File: src/rtl/a2hke_pkg.sv
// ----------------------------------------------------------------------------
// a2hke_pkg
// Shared types, usage codes and the US-layout key mapping for the
// text-to-keystroke encoder.
// ----------------------------------------------------------------------------
package a2hke_pkg;

    localparam logic [7:0] USAGE_A          = 8'h04;
    localparam logic [7:0] USAGE_1          = 8'h1E;
    localparam logic [7:0] USAGE_0          = 8'h27;
    localparam logic [7:0] USAGE_ENTER      = 8'h28;
    localparam logic [7:0] USAGE_TAB        = 8'h2B;
    localparam logic [7:0] USAGE_SPACE      = 8'h2C;
    localparam logic [7:0] USAGE_MINUS      = 8'h2D;
    localparam logic [7:0] USAGE_SLASH      = 8'h38;
    localparam logic [7:0] USAGE_LEFT_SHIFT = 8'hE1;
    localparam logic [7:0] USAGE_NONE       = 8'h00;

    localparam logic [7:0] CHR_LF = 8'h0A;
    localparam logic [7:0] CHR_CR = 8'h0D;

    localparam int STATE_WIDTH = 1;
    localparam int STATE_DEPTH = 1;

    typedef struct packed {
        logic [7:0] usage;
        logic       shifted;
    } t_map;

    function automatic t_map map_byte(input logic [7:0] c);
        t_map m;
        m.usage   = USAGE_NONE;
        m.shifted = 1'b0;
        priority if (c >= 8'h61 && c <= 8'h7A) begin
            m.usage = USAGE_A + (c - 8'h61);
        end else if (c >= 8'h41 && c <= 8'h5A) begin
            m.usage   = USAGE_A + (c - 8'h41);
            m.shifted = 1'b1;
        end else if (c >= 8'h31 && c <= 8'h39) begin
            m.usage = USAGE_1 + (c - 8'h31);
        end else begin
            unique case (c)
                8'h30:           m.usage = USAGE_0;
                CHR_LF, CHR_CR:  m.usage = USAGE_ENTER;
                8'h09:           m.usage = USAGE_TAB;
                8'h20:           m.usage = USAGE_SPACE;
                8'h2D:           m.usage = USAGE_MINUS;
                8'h3D:           m.usage = 8'h2E;
                8'h5B:           m.usage = 8'h2F;
                8'h5D:           m.usage = 8'h30;
                8'h5C:           m.usage = 8'h31;
                8'h3B:           m.usage = 8'h33;
                8'h27:           m.usage = 8'h34;
                8'h60:           m.usage = 8'h35;
                8'h2C:           m.usage = 8'h36;
                8'h2E:           m.usage = 8'h37;
                8'h2F:           m.usage = USAGE_SLASH;
                8'h5F: begin m.usage = USAGE_MINUS; m.shifted = 1'b1; end
                8'h2B: begin m.usage = 8'h2E;       m.shifted = 1'b1; end
                8'h7B: begin m.usage = 8'h2F;       m.shifted = 1'b1; end
                8'h7D: begin m.usage = 8'h30;       m.shifted = 1'b1; end
                8'h7C: begin m.usage = 8'h31;       m.shifted = 1'b1; end
                8'h3A: begin m.usage = 8'h33;       m.shifted = 1'b1; end
                8'h22: begin m.usage = 8'h34;       m.shifted = 1'b1; end
                8'h7E: begin m.usage = 8'h35;       m.shifted = 1'b1; end
                8'h3C: begin m.usage = 8'h36;       m.shifted = 1'b1; end
                8'h3E: begin m.usage = 8'h37;       m.shifted = 1'b1; end
                8'h3F: begin m.usage = USAGE_SLASH; m.shifted = 1'b1; end
                8'h21: begin m.usage = USAGE_1;     m.shifted = 1'b1; end
                8'h40: begin m.usage = 8'h1F;       m.shifted = 1'b1; end
                8'h23: begin m.usage = 8'h20;       m.shifted = 1'b1; end
                8'h24: begin m.usage = 8'h21;       m.shifted = 1'b1; end
                8'h25: begin m.usage = 8'h22;       m.shifted = 1'b1; end
                8'h5E: begin m.usage = 8'h23;       m.shifted = 1'b1; end
                8'h26: begin m.usage = 8'h24;       m.shifted = 1'b1; end
                8'h2A: begin m.usage = 8'h25;       m.shifted = 1'b1; end
                8'h28: begin m.usage = 8'h26;       m.shifted = 1'b1; end
                8'h29: begin m.usage = USAGE_0;     m.shifted = 1'b1; end
                default: begin
                    m.usage   = USAGE_NONE;
                    m.shifted = 1'b0;
                end
            endcase
        end
        return m;
    endfunction

endpackage

File: src/rtl/a2hke_ram.sv
// ----------------------------------------------------------------------------
// a2hke_ram
// Generic single-port-write, single-port-read RAM with registered read data.
// ----------------------------------------------------------------------------
module a2hke_ram #(
    parameter int WIDTH = 1,
    parameter int DEPTH = 1,
    localparam int AW   = (DEPTH > 1) ? $clog2(DEPTH) : 1
) (
    input  logic             i_clk,
    input  logic             i_we,
    input  logic [AW-1:0]    i_waddr,
    input  logic [WIDTH-1:0] i_wdata,
    input  logic [AW-1:0]    i_raddr,
    output logic [WIDTH-1:0] o_rdata
);

    logic [WIDTH-1:0] r_mem [DEPTH];
    logic [WIDTH-1:0] r_rdata;

    always_ff @(posedge i_clk) begin
        if (i_we) begin
            r_mem[i_waddr] <= i_wdata;
        end
        r_rdata <= r_mem[i_raddr];
    end

    assign o_rdata = r_rdata;

endmodule

File: src/rtl/ascii_to_hid_keystroke_encoder_unit.sv
// ----------------------------------------------------------------------------
// ascii_to_hid_keystroke_encoder_unit
// Turns text bytes into US-layout HID keyboard press/release events.
// ----------------------------------------------------------------------------
// Usage:
//   Slave channel takes one text byte per transfer on s_axis_tdata.
//   Master channel gives one key event per transfer: tdata is the usage code,
//   tuser[0] is key_down, tuser[1] is bad_character, tlast marks the final
//   event of a byte.
//   A plain key gives press then release (2 transfers), a shifted key is
//   wrapped in Left Shift press/release (4 transfers), an unmapped byte gives
//   one flagged transfer, and LF right after CR gives none.
//   Path: a taken byte is first held in the event sequencer, whose events
//   are then registered in the output register. Throughput: one event per
//   cycle from the event sequencer while the receiver does not stall; the
//   next byte is taken in the cycle the current one issues its last event.
//   The CR flag lives in a one-entry RAM, read every cycle, with the last
//   write forwarded and a valid bit standing in for a cleared entry.
//   Reset clears the output register, the sequencer and the CR flag.
//   When the receiver stalls the output register holds; the sequencer and
//   then the slave side back up behind it.
// ----------------------------------------------------------------------------
module ascii_to_hid_keystroke_encoder_unit
    import a2hke_pkg::*;
(
    input  logic       i_clk,
    input  logic       i_rst_n,
    input  logic       i_s_axis_tvalid,
    output logic       o_s_axis_tready,
    input  logic [7:0] i_s_axis_tdata,   // [7:0] text_byte
    output logic       o_m_axis_tvalid,
    input  logic       i_m_axis_tready,
    output logic [7:0] o_m_axis_tdata,   // [7:0] key_usage
    output logic [1:0] o_m_axis_tuser,   // [0] key_down, [1] bad_character
    output logic       o_m_axis_tlast    // last_of_run
);

    localparam int AW = (STATE_DEPTH > 1) ? $clog2(STATE_DEPTH) : 1;

    logic                   ram_we;
    logic [STATE_WIDTH-1:0] ram_wdata;
    logic [STATE_WIDTH-1:0] ram_rdata;

    logic                   r_st_vld;
    logic                   r_fwd_vld;
    logic [STATE_WIDTH-1:0] r_fwd_data;

    logic       r_busy, n_busy;
    logic [1:0] r_idx, n_idx;
    logic [7:0] r_usage, n_usage;
    logic       r_shift, n_shift;
    logic       r_bad, n_bad;

    logic       r_out_vld;
    logic [7:0] r_out_usage;
    logic       r_out_down;
    logic       r_out_bad;
    logic       r_out_last;

    logic       in_acc;
    logic       prev_cr;
    logic       drop;
    t_map       map;
    logic       out_load;
    logic       emit;
    logic [7:0] ev_usage;
    logic       ev_down;
    logic       ev_last;

    a2hke_ram #(
        .WIDTH (STATE_WIDTH),
        .DEPTH (STATE_DEPTH)
    ) u_state_ram (
        .i_clk   (i_clk),
        .i_we    (ram_we),
        .i_waddr (AW'(0)),
        .i_wdata (ram_wdata),
        .i_raddr (AW'(0)),
        .o_rdata (ram_rdata)
    );

    always_comb begin
        priority if (!r_st_vld) begin
            prev_cr = 1'b0;
        end else if (r_fwd_vld) begin
            prev_cr = r_fwd_data[0];
        end else begin
            prev_cr = ram_rdata[0];
        end
    end

    assign out_load        = !r_out_vld || i_m_axis_tready;
    assign emit            = r_busy && out_load;
    assign o_s_axis_tready = !r_busy || (out_load && ev_last);
    assign in_acc          = i_s_axis_tvalid && o_s_axis_tready;
    assign drop            = (i_s_axis_tdata == CHR_LF) && prev_cr;
    assign map             = map_byte(i_s_axis_tdata);
    assign ram_we          = in_acc;
    assign ram_wdata       = STATE_WIDTH'(i_s_axis_tdata == CHR_CR);

    always_comb begin
        ev_usage = r_usage;
        ev_down  = 1'b1;
        ev_last  = 1'b0;
        priority if (r_bad) begin
            ev_usage = USAGE_NONE;
            ev_down  = 1'b0;
            ev_last  = 1'b1;
        end else if (r_shift) begin
            unique case (r_idx)
                2'd0: begin ev_usage = USAGE_LEFT_SHIFT; end
                2'd1: begin ev_usage = r_usage; end
                2'd2: begin ev_down = 1'b0; end
                2'd3: begin
                    ev_usage = USAGE_LEFT_SHIFT;
                    ev_down  = 1'b0;
                    ev_last  = 1'b1;
                end
                default: ;
            endcase
        end else begin
            ev_down = (r_idx == 2'd0);
            ev_last = (r_idx != 2'd0);
        end
    end

    always_comb begin
        n_busy  = r_busy;
        n_idx   = r_idx;
        n_usage = r_usage;
        n_shift = r_shift;
        n_bad   = r_bad;
        if (emit) begin
            n_idx = r_idx + 2'd1;
            if (ev_last) begin
                n_busy = 1'b0;
            end
        end
        if (in_acc && !drop) begin
            n_busy  = 1'b1;
            n_idx   = 2'd0;
            n_usage = map.usage;
            n_shift = map.shifted;
            n_bad   = (map.usage == USAGE_NONE);
        end
    end

    always_ff @(posedge i_clk) begin
        if (!i_rst_n) begin
            r_st_vld  <= 1'b0;
            r_fwd_vld <= 1'b0;
            r_busy    <= 1'b0;
            r_idx     <= 2'd0;
            r_out_vld <= 1'b0;
        end else begin
            if (in_acc) begin
                r_st_vld <= 1'b1;
            end
            r_fwd_vld <= in_acc;
            r_busy    <= n_busy;
            r_idx     <= n_idx;
            if (out_load) begin
                r_out_vld <= emit;
            end
        end
    end

    always_ff @(posedge i_clk) begin
        r_fwd_data <= ram_wdata;
        r_usage    <= n_usage;
        r_shift    <= n_shift;
        r_bad      <= n_bad;
        if (emit) begin
            r_out_usage <= ev_usage;
            r_out_down  <= ev_down;
            r_out_bad   <= r_bad;
            r_out_last  <= ev_last;
        end
    end

    assign o_m_axis_tvalid = r_out_vld;
    assign o_m_axis_tdata  = r_out_usage;
    assign o_m_axis_tuser  = {r_out_bad, r_out_down};
    assign o_m_axis_tlast  = r_out_last;

endmodule

File: config.mk
export PLATFORM = sky130hd
export DESIGN_NAME = ascii_to_hid_keystroke_encoder_unit
export DESIGN_NICKNAME = d
export VERILOG_FILES = /design/src/rtl/a2hke_pkg.sv /design/src/rtl/a2hke_ram.sv /design/src/rtl/ascii_to_hid_keystroke_encoder_unit.sv
export SDC_FILE = /design/constraint.sdc
export NUM_CORES = 1
export LEC_CHECK = 0
export BUFFER_PORTS_ARGS = -buffer_cell sky130_fd_sc_hd__buf_2
export CORE_AREA = 10 10 82 92
export DETAILED_ROUTE_END_ITERATION = 7
export DIE_AREA = 0 0 92 102
export GPL_TIMING_DRIVEN = 0
export PLACE_DENSITY = 0.68
export SLEW_MARGIN = 20
export SYNTH_ARGS = -nofsm -noshare
export SYNTH_HDL_FRONTEND = slang
export SYNTH_SLANG_ARGS = --single-unit
File: constraint.sdc
create_clock -name i_clk -period 2.1 [get_ports i_clk]
set_input_delay 0.105 -clock i_clk [delete_from_list [all_inputs] [get_ports i_clk]]
set_output_delay 0.105 -clock i_clk [all_outputs]
set_load 0.03 [all_outputs]
==> summary.txt, run 1 <==
Status
  • Status: finished clean

Worst setup path
  • Slowest-stage cell, CP: o32a_1
  • Crit start category: input pin
  • Worst path bufs/invs: 3
  • CP Data Required Time: 2.23 ns
  • R2r startpoint: r_idx[0]$_SDFFE_PP0P_
  • Crit path largest cell delay: 0.38 ns
  • Family with the most delay on the worst path: compound AO/OA/AOI/OAI gates
  • Ordered list of cells on the worst path: clkbuf_4 > inv_2 > ha_1 > buf_4 > nor3_4 > o311ai_0 > a311oi_1 > nand2_1 > o32a_1 > and4bb_1
  • R2R Path End: r_usage[3]$_DFFE_PP_
  • Crit path DAT: ~2.2 ns
  • R2r setup slk: ~0.2 ns
  • Crit path kind: input pin to flop
  • Crit. End Element: flop
  • Reg2reg path depth: 7
  • Worst-path maximum fanout: 10

Worst hold path
  • Hold Path Depth: 2
  • HP Class: input pin to flop
  • Worst hold path endpoint: r_st_vld$_SDFFE_PN0P_
  • Hold_sp: i_rst_n

Clocking
  • Clock Sinks: 30
  • Max Buffers Root-to-Sink: 2
  • CTS tree: built
  • Clock root buffer: clkbuf_8
  • CTS Hold Buffers Added: 0
  • Clk_lat worst skew: roughly 0.27 ns
  • CTS H-tree lvls: 2
  • CTS Buf Count: 5
  • Worst-path clk slew: ~0.060 ns

Floorplan
  • Core Region: roughly 5700 um2
  • Initial Util: about two fifths
  • Die area: approximately 9400 um2
  • Number of I/O pins: 25
  • Cell Rows: 29
  • Die Ht: slightly above 100 um
  • Die Wd: roughly 90 um

Synth
  • Sequential share of the synthesized area: between 30% and 40%
  • Post-synthesis mux area share: less than 1%
  • Cell count after synthesis: between 200 and 250
  • Mapped Area: roughly 2200 um2
  • Yosys top cell by area: edfxtp_1
  • Synth top area share: between 20% and 30%
  • EDFF count, synth: 22
  • Synth Register Bits: 30
  • Synth Area per Inst: 9.35 um2
  • Largest cells by area after synthesis: edfxtp_1, dfxtp_1, nor2_1
  • Compound-cell area share of the yosys netlist: 22.7%
  • Main flop type after synthesis: edfxtp_1
  • Largest family of logic cells by synthesized area: simple AND/OR/NAND/NOR gates
  • Share of synthesized registers carrying an async set or reset: 0%
  • Library cells used by synthesis: 64
  • XOR/XNOR share of the synthesized area: 2.37%
  • Synth Area in Adders: around 4.5%
  • Post-Synth Simple-Gate Area: ~25%
  • YS warnings: 0

Power
  • Leakage: 1.02 nW
  • Power Density: just under 600 nW/um2
  • Peak VDD IR: about 0.32 mV

Route
  • Routed wire length: 5.74 mm
  • Met3 wire len: 433 um
  • Via count: between 1500 and 2000
  • DR top layer: met4
  • Wire per inst: 16.3 um
  • Antenna Nets Post-Route: 0
  • First-pass iteration count of the detailed router: 4
  • Number of DRC markers in iteration 0: 119
  • Mean number of vias per cell: ~5.6
  • WL met2: 2.79 mm
  • Metal-1 WL: about 2.3 mm
  • Residual DRC: 0

Global routing
  • Pin count of the biggest net entering global routing: 14
  • Vias in the first global route: roughly 2000
  • GRT Total Usage: 11.9%
  • Total gr overflow: 0
  • Initial antenna violation count: 0
  • Global-route wire length before repair: between 9 and 10 mm

Final layout
  • Fillers: between 500 and 600
  • Layout cells sized above 1: 28.7%
  • Final design utilization: a little under half
  • Layout net count: 294
  • Inserted Diodes: 0
  • Non-Filler Instances: around 350
  • Synth-to-layout area growth: 22.3%

STA
  • Fin crit share: a little over nine tenths
  • Final Setup Violations: 0
  • Max_slew headroom: between 60 and 70%
  • Final Hold Vio Count: 0
  • Max Freq: 482 MHz
  • Fin. max-slew vios: 0
  • Hold_ws: 0.104 ns
  • Fin Clk Skew: 0.00511 ns
  • Post-layout min period: between 2 and 2.5 ns
  • Worst-Margin Slew: 0.501 ns

Place
  • DP HPWL: ~4.1 mm
  • Port bufs: 23
  • Placed insts: 338
  • Global placer's final weighted congestion: around 0.94

Job
  • Maxcap violations: 0
-- cells by family (layout without fill, tap and decap cells) --
group | count (synthesis) | count (layout)
simple gates | 95 | 95
compound gates | 65 | 65
flops | 30 | 30
buf+inv | 30 | 67
fa+ha+maj | 8 | 8
xor+xnor | 6 | 6
mux | 2 | 2
other cells | 1 | 2
-- synth_stat cells, types with 8 or more instances --
| cell type | number |
|---|---|
| nor2_1 | 27 |
| dfxtp_1 | 8 |
| and2_1 | 10 |
| buf_2 | 9 |
| edfxtp_1 | 22 |
| a21oi_1 | 8 |
| nand3b_1 | 8 |
| nor3_1 | 8 |
| inv_1 | 12 |
| o21ai_0 | 8 |
| ha_1 | 8 |
| nand2_1 | 9 |
-- sequential cells by signal (all words and copies together), names as in the netlist --
signal	count
r_usage	8
r_shift	1
r_out_down	1
o_m_axis_tdata	8
r_fwd_vld	1
r_fwd_data	1
r_idx	2
r_st_vld	1
r_bad	1
u_state_ram.o_rdata	1
o_m_axis_tvalid	1
r_out_bad	1
o_m_axis_tlast	1
r_busy	1
u_state_ram.r_mem	1
-- cell type report --
type | count | area (um2) | area share, %
sequential | 30 | 821 | 30.3
timing repair buffer | 29 | 165 | 6.09
tap | 77 | 96.3 | 3.55
buffer | 18 | 130 | 4.80
clock buffer | 7 | 86.3 | 3.18
clock inverter | 1 | 5.00 | 0.185
inverter | 12 | 45.0 | 1.66
multi-input combinational | 178 | 1360 | 50.3
-- routing by layer --
metal  GRT usage, %  up-vias
met5              0        -
met4           7.60        0
met3           3.67       17
met2           19.5       89
met1           13.3      919
li1               -      962
-- worst max path at each step --
stage / from / end / slack, ns / cells past startpoint
floorplan: i_s_axis_tdata[0] / r_bad$_DFFE_PP_ / 0.02 / 7
global placement: i_s_axis_tdata[1] / r_bad$_DFFE_PP_ / -0.62 / 10
detailed placement: i_s_axis_tdata[1] / r_bad$_DFFE_PP_ / -0.62 / 10
CTS: i_s_axis_tdata[0] / r_bad$_DFFE_PP_ / -0.006 / 10
global route: i_s_axis_tdata[0] / r_bad$_DFFE_PP_ / -0.03 / 11
finish: i_s_axis_tdata[0] / r_bad$_DFFE_PP_ / 0.03 / 10
-- cell usage in the layout, fill, tap and decap left out, types with 4 or more instances in the layout --
cell	n
a211oi_1	4
a21o_1	4
nor3_1	7
o21ai_0	7
a31oi_1	4
nand2_1	9
nor2_1	27
ha_1	7
and2_1	10
buf_2	28
nand3_1	4
xnor2_1	6
a21oi_1	6
dfxtp_1	8
edfxtp_1	22
buf_6	4
buf_4	12
nand2b_1	4
nand3b_1	8
inv_1	9
clkbuf_8	6
-- power breakdown --
part           total (mW)  leakage [nW]  internal, mW  switching, mW
clock network       0.444        0.0482         0.263          0.181
registers           0.720         0.281         0.702         0.0177
logic               0.400         0.693         0.154          0.247
total                1.56          1.02          1.12          0.446
-- timing repair --
item,CTS,global route
setup buffers,1,5
setup endpoints to repair,15,12
resized for setup,10,28
pin swaps,1,15
-- worst reg2reg max path: cells and delay by family, from the launching register on --
family | cells | cell delay (ns)
adders and majority gates | 1 | 0.23
and+or+nand+nor | 1 | 0.13
DFF | 1 | 0.33
AOI/OAI and AO/OA | 3 | 0.61
buffers and inverters | 2 | 0.30
-- per-stage QoR --
| step | area (um2) | power (mW) | worst slack [ns] | setup TNS, ns |
|---|---|---|---|---|
| floorplan | 2220 | 0.996 | 0.0223 | 0 |
| global placement | 2430 | 1.09 | -0.621 | -8.70 |
| detailed placement | 2430 | 1.09 | -0.616 | -8.54 |
| CTS | 2570 | 1.55 | -0.00602 | -0.00602 |
| global route | 2710 | 1.66 | -0.0325 | -0.0325 |
| finish | 2710 | 1.56 | 0.0265 | 0 |
Power figures use the tool's default switching activity.
==> run 2: changes to the inputs <==
- CORE_AREA: 10 10 82 92 -> 3 3 75 85
- DIE_AREA: 0 0 92 102 -> 0 0 78 88
==> run 2 against run 1 <==
Against the previous run: register-to-register slack worse by 0.02 ns; flip-flop and latch count is the same; core utilization decreased by 1.1 points; non-clock buffer count shrank 5; cell area down 2.4%; via count decreased by 0.15%; maximum frequency increased by 1.4%; total power decreased by 3.0%; setup slack improved by 0.030 ns; worst hold slack lost 0.0072 ns; clock power is 7.7% lower.
==> summary.txt, run 2 (synthesis gave the netlist of run 1 again) <==
Route
  • Wire per inst: 15.7 um
  • Residual DRC: 0
  • Mean number of vias per cell: roughly 5.7
  • Number of DRC markers in iteration 0: about 130
  • Routed wire length: approximately 5.4 mm
  • Antenna Nets Post-Route: 0
  • First-pass iteration count of the detailed router: 4
  • Via count: approximately 2000

Floorplan
  • Initial Util: roughly two fifths
  • Die area: about 6900 um2
  • Core Region: between 5000 and 6000 um2
  • Number of I/O pins: 25
  • Die Wd: about 78 um
  • Die Ht: between 80 and 90 um
  • Cell Rows: 29

Clocking
  • Worst-path clk slew: about 0.060 ns
  • Clk_lat worst skew: approximately 0.27 ns
  • Max Buffers Root-to-Sink: 2
  • CTS Buf Count: 5
  • Clock Sinks: 30
  • CTS Hold Buffers Added: 0
  • Clock root buffer: clkbuf_8
  • CTS H-tree lvls: 2
  • CTS tree: built

Place
  • Global placer's final weighted congestion: a little over 0.9
  • Placed insts: ~340
  • DP HPWL: between 4 and 5 mm
  • Port bufs: 23

Power
  • Power Density: between 500 and 600 nW/um2
  • Total design power: around 1.5 mW
  • Switching Share: 29.1%
  • Combinational power share: 25.5%
  • Peak VDD IR: around 0.31 mV
  • Leakage: slightly below 1 nW
  • Psw: between 400 and 500 uW
  • Int Pwr: ~1.1 mW
  • Sequential share of power: 47.5%
  • Clock power frac: a little over a quarter

STA
  • Fin Clk Skew: 0.00671 ns
  • Final Hold Vio Count: 0
  • Fin. max-slew vios: 0
  • Fin crit share: between 90 and 100%
  • Final Setup Violations: 0
  • Hold_ws: 0.0970 ns
  • Post-layout min period: slightly above 2 ns
  • Unrepaired setup endpoints after global routing: yes
  • Max Freq: 489 MHz

Global routing
  • GRT Total Usage: roughly 17%
  • Total gr overflow: 0
  • Global-route wire length before repair: 8.96 mm
  • Pin count of the biggest net entering global routing: 14
  • Vias in the first global route: 1963
  • Initial antenna violation count: 0

Worst setup path
  • Crit start category: input pin
  • Crit path largest cell delay: 0.39 ns
  • Ordered list of cells on the worst path: buf_6 > inv_2 > ha_1 > buf_2 > nor3_4 > o311ai_0 > a311oi_1 > nand3_1 > a222oi_1 > and4bb_1
  • CP Data Required Time: roughly 2.2 ns
  • Worst-path maximum fanout: 10
  • Crit path kind: input pin to flop
  • Crit. End Element: flop
  • Slowest-stage cell, CP: a311oi_1
  • Crit path DAT: approximately 2.2 ns

Final layout
  • Layout net count: 289
  • Synth-to-layout area growth: 19.4%
  • Non-Filler Instances: about 350
  • Most frequent cells in the layout: buf_2, nor2_1, edfxtp_1
  • Inserted Diodes: 0
  • Layout cells sized above 1: 27.8%
  • Commonest non-fill, non-tap cell in the layout: buf_2

Status
  • Status: finished clean

Job
  • Maxcap violations: 0

Worst hold path
  • HP Class: input pin to flop
-- run 2: cell types whose count changed in the layout (fill, tap and decap cells not counted), sizes merged --
cell,previous run,this run
buf,44,41
clkbuf,10,7
clkinv,1,2
-- run 2: path summary, 6_finish.rpt --
| check | start | endpoint | slack [ns] | cells after the start |
|---|---|---|---|---|
| worst max-delay path | i_s_axis_tdata[0] | r_bad$_DFFE_PP_ | 0.06 | 10 |
| worst min-delay path | i_rst_n | r_st_vld$_SDFFE_PN0P_ | 0.1 | 2 |
| worst max register to register | r_idx[0]$_SDFFE_PP0P_ | r_usage[3]$_DFFE_PP_ | 0.18 | 7 |
| worst min register to register | u_state_ram.r_mem[0]$_DFFE_PP_ | u_state_ram.o_rdata$_DFF_P_ | 0.37 | 0 |
-- run 2: what timing repair did --
| item | 4_1_cts | 5_1_grt |
|---|---|---|
| gates cloned | 0 | 0 |
| pin swaps | 4 | 8 |
| gates resized for setup | 11 | 24 |
| setup endpoints to repair | 13 | 11 |
| buffers inserted | 2 | 0 |
-- run 2: critical path: cells and delay by family --
family | cells | cell delay (ns)
buf+inv | 3 | 0.35
simple gates | 3 | 0.65
fa+ha+maj | 1 | 0.22
compound gates | 3 | 0.84
-- run 2: routing by layer --
metal / share of wire, % / up-vias / track usage, %
li1: - / 951 / -
met1: 39 / 924 / 18.4
met2: 50 / 90 / 29.0
met3: 6.5 / 19 / 2.88
met4: 3.6 / 0 / 11.1
met5: 0 / - / 0
-- run 2: stage by stage --
step	setup slack (ns)	setup TNS [ns]	utilization, %	cell area, um2
floorplan	0.0223	0	-	2220
global placement	-0.587	-8.66	43.0	2430
detailed placement	-0.588	-7.99	43.0	2430
CTS	-0.0170	-0.0170	45.4	2570
global route	-0.0459	-0.0459	46.8	2650
finish	0.0561	0	46.8	2650
-- run 2: area by class of cell --
| class | instances | area [um2] |
|---|---|---|
| clock inverter | 2 | 8.76 |
| fill | 564 | 3010 |
| multi-input combinational | 178 | 1340 |
| inverter | 12 | 45.0 |
| clock buffer | 6 | 72.6 |
| tap | 77 | 96.3 |
| timing repair buffer | 25 | 143 |
| sequential | 30 | 821 |
| buffer | 17 | 119 |
-- run 2: power groups by stage --
stage          registers (mW)  logic (mW)  clock network (mW)
4_1_cts                 0.721       0.368               0.425
3_3_place_gp            0.731       0.355                   0
5_1_grt                 0.724       0.423               0.459
2_1_floorplan           0.763       0.233                   0
6_report                0.720       0.387               0.410
3_5_place_dp            0.732       0.357                   0
